[src/hw/rtl/hgvn_pkg.sv]
package hgvn_pkg;

  localparam int DEF_MAX_WIDTH  = 256;
  localparam int DEF_MAX_HEIGHT = 256;

  localparam int ZW   = 24;
  localparam int MW   = 30;
  localparam int SQW  = 64;
  localparam int NW   = 26;
  localparam int QW   = 17;
  localparam int RW   = 33;
  localparam int ACW  = 20;

  localparam logic [ZW-1:0] UNIT_Z = 24'd65536;

  localparam logic OPER_WRITE = 1'b0;
  localparam logic OPER_READ  = 1'b1;

  localparam logic [1:0] REG_GRID_WIDTH   = 2'd0;
  localparam logic [1:0] REG_GRID_HEIGHT  = 2'd1;
  localparam logic [1:0] REG_HEIGHT_SCALE = 2'd2;

  localparam logic [5:0] POS_STEPS    = 6'd26;
  localparam logic [5:0] FETCH_STEPS  = 6'd10;
  localparam logic [5:0] SQUARE_STEPS = 6'd3;
  localparam logic [5:0] SQRT_STEPS   = 6'd32;
  localparam logic [5:0] DIV_STEPS    = 6'd17;
  localparam logic [2:0] TRI_LAST     = 3'd5;

  typedef enum logic [3:0] {
    OP_NONE,
    OP_WRITE,
    OP_START,
    OP_POS_INIT,
    OP_POS_STEP,
    OP_FETCH,
    OP_SETUP,
    OP_NORM,
    OP_SQUARE,
    OP_SQRT,
    OP_DIV,
    OP_ACC,
    OP_EMIT
  } op_e;

  typedef struct packed {
    op_e        op;
    logic [5:0] idx;
  } cmd_t;

  typedef struct packed {
    logic read_ok;
    logic tri_valid;
  } status_t;

  typedef struct packed {
    logic       up;
    logic       left;
    logic [3:0] ka;
    logic [3:0] kb;
    logic [3:0] kc;
    logic [3:0] kd;
  } tri_sel_t;

  // neighbor k of the 3x3 window: {row offset, column offset}, both shifted by one
  function automatic logic [3:0] nb_offset(input logic [3:0] k);
    logic [3:0] res;
    unique case (k)
      4'd0: res = {2'd0, 2'd0};
      4'd1: res = {2'd0, 2'd1};
      4'd2: res = {2'd0, 2'd2};
      4'd3: res = {2'd1, 2'd0};
      4'd4: res = {2'd1, 2'd1};
      4'd5: res = {2'd1, 2'd2};
      4'd6: res = {2'd2, 2'd0};
      4'd7: res = {2'd2, 2'd1};
      4'd8: res = {2'd2, 2'd2};
      default: res = 4'd0;
    endcase
    return res;
  endfunction

  // v0 = w*(z[ka]-z[kb]), v1 = h*(z[kc]-z[kd])
  function automatic tri_sel_t tri_sel(input logic [2:0] t);
    tri_sel_t s;
    unique case (t)
      3'd0: s = '{up: 1'b0, left: 1'b0, ka: 4'd4, kb: 4'd5, kc: 4'd5, kd: 4'd8};
      3'd1: s = '{up: 1'b0, left: 1'b0, ka: 4'd7, kb: 4'd8, kc: 4'd4, kd: 4'd7};
      3'd2: s = '{up: 1'b0, left: 1'b1, ka: 4'd3, kb: 4'd4, kc: 4'd4, kd: 4'd7};
      3'd3: s = '{up: 1'b1, left: 1'b1, ka: 4'd0, kb: 4'd1, kc: 4'd1, kd: 4'd4};
      3'd4: s = '{up: 1'b1, left: 1'b1, ka: 4'd3, kb: 4'd4, kc: 4'd0, kd: 4'd3};
      3'd5: s = '{up: 1'b1, left: 1'b0, ka: 4'd4, kb: 4'd5, kc: 4'd1, kd: 4'd4};
      default: s = '{up: 1'b0, left: 1'b0, ka: 4'd4, kb: 4'd4, kc: 4'd4, kd: 4'd4};
    endcase
    return s;
  endfunction

endpackage

[src/hw/rtl/hgvn_ctrl.sv]
module hgvn_ctrl (
  input  logic              clk_i,
  input  logic              rst_ni,
  input  logic              in_valid_i,
  output logic              in_ready_o,
  input  logic              in_oper_i,
  output logic              out_valid_o,
  input  logic              out_ready_i,
  input  hgvn_pkg::status_t status_i,
  output hgvn_pkg::cmd_t    cmd_o
);

  typedef enum logic [3:0] {
    ST_IDLE,
    ST_CHECK,
    ST_POS,
    ST_FETCH,
    ST_SETUP,
    ST_NORM,
    ST_SQUARE,
    ST_SQRT,
    ST_DIV,
    ST_ACC,
    ST_EMIT
  } state_e;

  state_e     state_q;
  logic [5:0] cnt_q;
  logic [2:0] tri_q;
  logic       out_valid_q;
  logic       emit_fire;

  assign out_valid_o = out_valid_q;
  assign emit_fire   = (state_q == ST_EMIT) && (!out_valid_q || out_ready_i);

  always_comb begin
    in_ready_o = 1'b0;
    cmd_o.op   = hgvn_pkg::OP_NONE;
    cmd_o.idx  = 6'd0;
    unique case (state_q)
      ST_IDLE: begin
        in_ready_o = 1'b1;
        if (in_valid_i) begin
          cmd_o.op = (in_oper_i == hgvn_pkg::OPER_READ) ? hgvn_pkg::OP_START
                                                        : hgvn_pkg::OP_WRITE;
        end
      end
      ST_CHECK: begin
        if (status_i.read_ok) cmd_o.op = hgvn_pkg::OP_POS_INIT;
      end
      ST_POS: cmd_o.op = hgvn_pkg::OP_POS_STEP;
      ST_FETCH: begin
        cmd_o.op  = hgvn_pkg::OP_FETCH;
        cmd_o.idx = cnt_q;
      end
      ST_SETUP: begin
        cmd_o.op  = hgvn_pkg::OP_SETUP;
        cmd_o.idx = {3'd0, tri_q};
      end
      ST_NORM: cmd_o.op = hgvn_pkg::OP_NORM;
      ST_SQUARE: begin
        cmd_o.op  = hgvn_pkg::OP_SQUARE;
        cmd_o.idx = cnt_q;
      end
      ST_SQRT: cmd_o.op = hgvn_pkg::OP_SQRT;
      ST_DIV: begin
        cmd_o.op  = hgvn_pkg::OP_DIV;
        cmd_o.idx = cnt_q;
      end
      ST_ACC: cmd_o.op = hgvn_pkg::OP_ACC;
      ST_EMIT: begin
        if (emit_fire) cmd_o.op = hgvn_pkg::OP_EMIT;
      end
      default: cmd_o.op = hgvn_pkg::OP_NONE;
    endcase
  end

  always_ff @(posedge clk_i or negedge rst_ni) begin
    if (!rst_ni) begin
      state_q     <= ST_IDLE;
      cnt_q       <= 6'd0;
      tri_q       <= 3'd0;
      out_valid_q <= 1'b0;
    end else begin
      if (emit_fire) out_valid_q <= 1'b1;
      else if (out_ready_i) out_valid_q <= 1'b0;
      unique case (state_q)
        ST_IDLE: begin
          cnt_q <= 6'd0;
          tri_q <= 3'd0;
          if (in_valid_i && in_oper_i == hgvn_pkg::OPER_READ) state_q <= ST_CHECK;
        end
        ST_CHECK: state_q <= status_i.read_ok ? ST_POS : ST_IDLE;
        ST_POS: begin
          if (cnt_q == hgvn_pkg::POS_STEPS - 6'd1) begin
            cnt_q   <= 6'd0;
            state_q <= ST_FETCH;
          end else cnt_q <= cnt_q + 6'd1;
        end
        ST_FETCH: begin
          if (cnt_q == hgvn_pkg::FETCH_STEPS - 6'd1) begin
            cnt_q   <= 6'd0;
            state_q <= ST_SETUP;
          end else cnt_q <= cnt_q + 6'd1;
        end
        ST_SETUP: begin
          if (status_i.tri_valid) state_q <= ST_NORM;
          else if (tri_q == hgvn_pkg::TRI_LAST) state_q <= ST_EMIT;
          else tri_q <= tri_q + 3'd1;
        end
        ST_NORM: state_q <= ST_SQUARE;
        ST_SQUARE: begin
          if (cnt_q == hgvn_pkg::SQUARE_STEPS - 6'd1) begin
            cnt_q   <= 6'd0;
            state_q <= ST_SQRT;
          end else cnt_q <= cnt_q + 6'd1;
        end
        ST_SQRT: begin
          if (cnt_q == hgvn_pkg::SQRT_STEPS - 6'd1) begin
            cnt_q   <= 6'd0;
            state_q <= ST_DIV;
          end else cnt_q <= cnt_q + 6'd1;
        end
        ST_DIV: begin
          if (cnt_q == hgvn_pkg::DIV_STEPS - 6'd1) begin
            cnt_q   <= 6'd0;
            state_q <= ST_ACC;
          end else cnt_q <= cnt_q + 6'd1;
        end
        ST_ACC: begin
          if (tri_q == hgvn_pkg::TRI_LAST) state_q <= ST_EMIT;
          else begin
            tri_q   <= tri_q + 3'd1;
            state_q <= ST_SETUP;
          end
        end
        ST_EMIT: begin
          if (emit_fire) state_q <= ST_IDLE;
        end
        default: state_q <= ST_IDLE;
      endcase
    end
  end

  a_emit_slot_free: assert property (@(posedge clk_i) disable iff (!rst_ni)
    (cmd_o.op == hgvn_pkg::OP_EMIT) |-> (!out_valid_q || out_ready_i))
    else $error("result loaded over a pending one");

  a_read_to_check: assert property (@(posedge clk_i) disable iff (!rst_ni)
    (in_valid_i && in_ready_o && in_oper_i == hgvn_pkg::OPER_READ) |=>
    (state_q == ST_CHECK))
    else $error("accepted read did not start");

  a_div_after_sqrt: assert property (@(posedge clk_i) disable iff (!rst_ni)
    (state_q == ST_DIV && cnt_q == 6'd0) |-> ($past(state_q) == ST_SQRT))
    else $error("division started without a root");

  a_busy_not_ready: assert property (@(posedge clk_i) disable iff (!rst_ni)
    (state_q != ST_IDLE) |-> (cmd_o.op != hgvn_pkg::OP_WRITE && !in_ready_o))
    else $error("transaction taken while busy");

endmodule

[config.mk]
export PLATFORM = sky130hd
export DESIGN_NAME = hgvn_ctrl
export DESIGN_NICKNAME = d
export VERILOG_FILES = /design/src/hw/rtl/hgvn_pkg.sv /design/src/hw/rtl/hgvn_ctrl.sv
export SDC_FILE = /design/constraint.sdc
export NUM_CORES = 1
export LEC_CHECK = 0
export ABC_AREA = 0
export BUFFER_PORTS_ARGS = -buffer_cell sky130_fd_sc_hd__buf_2
export CAP_MARGIN = 10
export CORE_MARGIN = 5
export CORE_UTILIZATION = 45
export DETAILED_ROUTE_END_ITERATION = 12
export PLACE_DENSITY_LB_ADDON = 0.3
export RECOVER_POWER = 100
export SLEW_MARGIN = 20
export SYNTH_ARGS = -nofsm -noshare
export SYNTH_HDL_FRONTEND = slang
export SYNTH_SLANG_ARGS = --single-unit
[constraint.sdc]
create_clock -name clk_i -period 5 [get_ports clk_i]
set_clock_uncertainty 0.05 [all_clocks]
set_input_delay 0.75 -clock clk_i [delete_from_list [all_inputs] [get_ports clk_i]]
set_output_delay 0.75 -clock clk_i [all_outputs]
set_load 0.05 [all_outputs]
==> impl_metrics.ini <==
[status]
status = finished, final reports clean

[drt]
ant_nets = 0
vias = 1139
wirelength_um = 2843
first_pass_iters = 4
drc = 0
wire_per_inst_um = 14.96
first_iter_violations = 44
vias_per_cell = 5.995

[yosys]
ys.flop_type = dfrtp_1
synth_area_leaders = dfrtp_1, ha_1, nor2_1
syn_nets = 158
synth_top_family_by_area = simple AND/OR/NAND/NOR gates
synthSimpleGateAreaFrac = 0.2699
synth_compound_area_frac = 0.2427
ys_warn_count = 0
postSynthCellCount = 145
synthArstFlopShare = 1.000
synth-xor-area-share = 0.02197
yosysTopAreaCellShare = 0.2929
synth_mux_area_frac = 0.04603
yosys.cell_types.count = 45
syn_avg_cell_area_um2 = 8.249
synthesis.area_mm2 = 0.001196
ys_ff_latch = 14
synth_edf_count = 0
yosys.area_share.adder = 0.06276
yosysTopAreaCell = dfrtp_1
ys_seq_area_frac = 0.2929

[finish]
final_cell_mix = nor2_1, dfrtp_1, o21ai_0, clkbuf_1
nNetsFinal = 174
design_area_mm2 = 0.001286
final_util = 0.5145
drive_gt1_frac = 0.09375
area_growth_pct = 7.531
antenna_cells = 0

[flow_run]
cap_violations = 0

[timing]
post-route-min-period_ns = 3.192
drv_slew = 0
tightestPinTransition_ns = 0.8081
relSlewSlack = 0.4612
finalCritPeriodShare = 0.6384
max_freq_mhz = 313.3
finalSetupViolCount = 0
hold_violations = 0
rsz0062_at_grt = no
tns_ns = 0

[place]
gp_congestion = 0.8833
dpl_cell_area_mm2 = 0.001286
portBuffers = 18
post-dp-hpwl_um = 2148

[floorplan]
die_area_mm2 = 0.003789
rows = 18
start_util = 0.4785
die_w_um = 61.56
chipHeight_um = 61.56
io_pins = 19
coreArea_mm2 = 0.002500

[cts]
cts_buffers = 3
cts_buffer_depth = 2
cts_hold_buffers = 0
path_clk_slew_ns = 0.08
htree_levels = 1
clk_latency_ns = 0.28
cts_resized = 0
cts_tree = built
clock_sinks = 14
cts-root-buf = clkbuf_4
post_cts_buffers = 0

[worst_setup_path]
cp-start-kind = register
worstPathRequired_ns = 4.20
cp-end-kind = output pin
path_class = reg2out
crit_fanout = 18
arrival_ns = 2.39

[power]
internal_power_w = 0.0003601
pwr_density_cell_mw_per_mm2 = 607.4
swShare = 0.5390
leakagePower_nw = 0.5549
p_clk_frac = 0.106
combPwrFrac = 0.614
switching_power_w = 0.0004211
ir_drop_mv = 0.4384
p_seq_frac = 0.280

[global_routing]
overflow = 0
antenna_found_initial = 0
grt_pass1_vias = 1056
grt_max_degree = 20
grtUsageTotal = 0.1751
grt_pass1_wl_um = 4988

[hold_path]
hp-class = in2async
-- sequential cells by signal, indices dropped and copies added (netlist names) --
register     cells
cnt_q            6
out_valid_o      1
state_q          4
tri_q            3
-- layer usage --
metal | vias to the layer above | global-route usage | part of all wire
li1 | 559 | - | -
met1 | 540 | 0.2474 | 0.45
met2 | 38 | 0.2661 | 0.46
met3 | 2 | 0.05241 | 0.075
met4 | 0 | 0.03333 | 0.0056
met5 | - | 0 | 0
-- final cells by class --
class	instances	area (um2)
inverter	9	35.03
multi-input combinational	115	753.2
tap	30	37.54
timing repair buffer	18	73.82
sequential	14	350.3
clock buffer	4	36.28
fill	248	1214
-- power by group through the flow --
| stage | logic (W) | registers, W | clock network [W] |
|---|---|---|---|
| floorplan | 0.000454 | 0.000179 | 0 |
| global placement | 0.000500 | 0.000217 | 0 |
| detailed placement | 0.000509 | 0.000218 | 0 |
| CTS | 0.000510 | 0.000217 | 0.0000849 |
| global route | 0.000524 | 0.000228 | 0.0000910 |
| finish | 0.000480 | 0.000219 | 0.0000825 |
-- metrics by stage --
stage	instances	total power [W]	worst slack, ns	hold slack (ns)
after global placement	186	0.0007175	2.422	0.4877
final	190	0.0007812	1.808	0.4754
after floorplan	145	0.0006325	2.249	0.4044
after global routing	190	0.0008434	1.571	0.5280
after detailed placement	186	0.0007270	2.356	0.4834
after CTS	190	0.0008116	2.024	0.3131
-- cell usage after synthesis, drive strengths merged (2+ instances only) --
| library cell | instances |
|---|---|
| and2 | 5 |
| nor3 | 8 |
| a21oi | 4 |
| or4 | 2 |
| nor2 | 14 |
| a211o | 2 |
| xor2 | 2 |
| inv | 8 |
| a32o | 4 |
| a22o | 3 |
| nand2b | 3 |
| nor2b | 6 |
| nand3 | 6 |
| mux2 | 3 |
| dfrtp | 14 |
| o22ai | 3 |
| ha | 6 |
| clkbuf | 3 |
| nand2 | 8 |
| buf | 4 |
| o21ai | 17 |
| nand4 | 3 |
-- path summary, 6_finish.rpt --
| check | to | startpoint | slack, ns | depth (start not counted) |
|---|---|---|---|---|
| max | cmd_o[0] | state_q[2] | 1.81 | 5 |
| min | state_q[0] | rst_ni | 0.48 | 1 |
| max reg2reg | state_q[2] | state_q[1] | 2.27 | 6 |
| min reg2reg | tri_q[0] | tri_q[0] | 0.49 | 1 |
| max in group asynchronous | cnt_q[0] | rst_ni | 3.93 | 1 |
| min in group clk_i | tri_q[0] | tri_q[0] | 0.49 | 1 |
-- worst max-delay path, stage by stage, from the launching register on --
cell and delay, ns:
dfrtp_1 0.55, nand2b_1 0.29, nor3_1 0.34, o21bai_1 0.26, a22o_1 0.20, clkbuf_1 0.47
-- cell families after synthesis --
group | count (synthesis)
multiplexers | 4
XOR/XNOR | 3
buffers and inverters | 16
AO/OA/AOI/OAI | 43
flip-flops | 14
AND/OR/NAND/NOR | 59
adder cells (fa/ha/maj) | 6
Power figures use the tool's default switching activity.
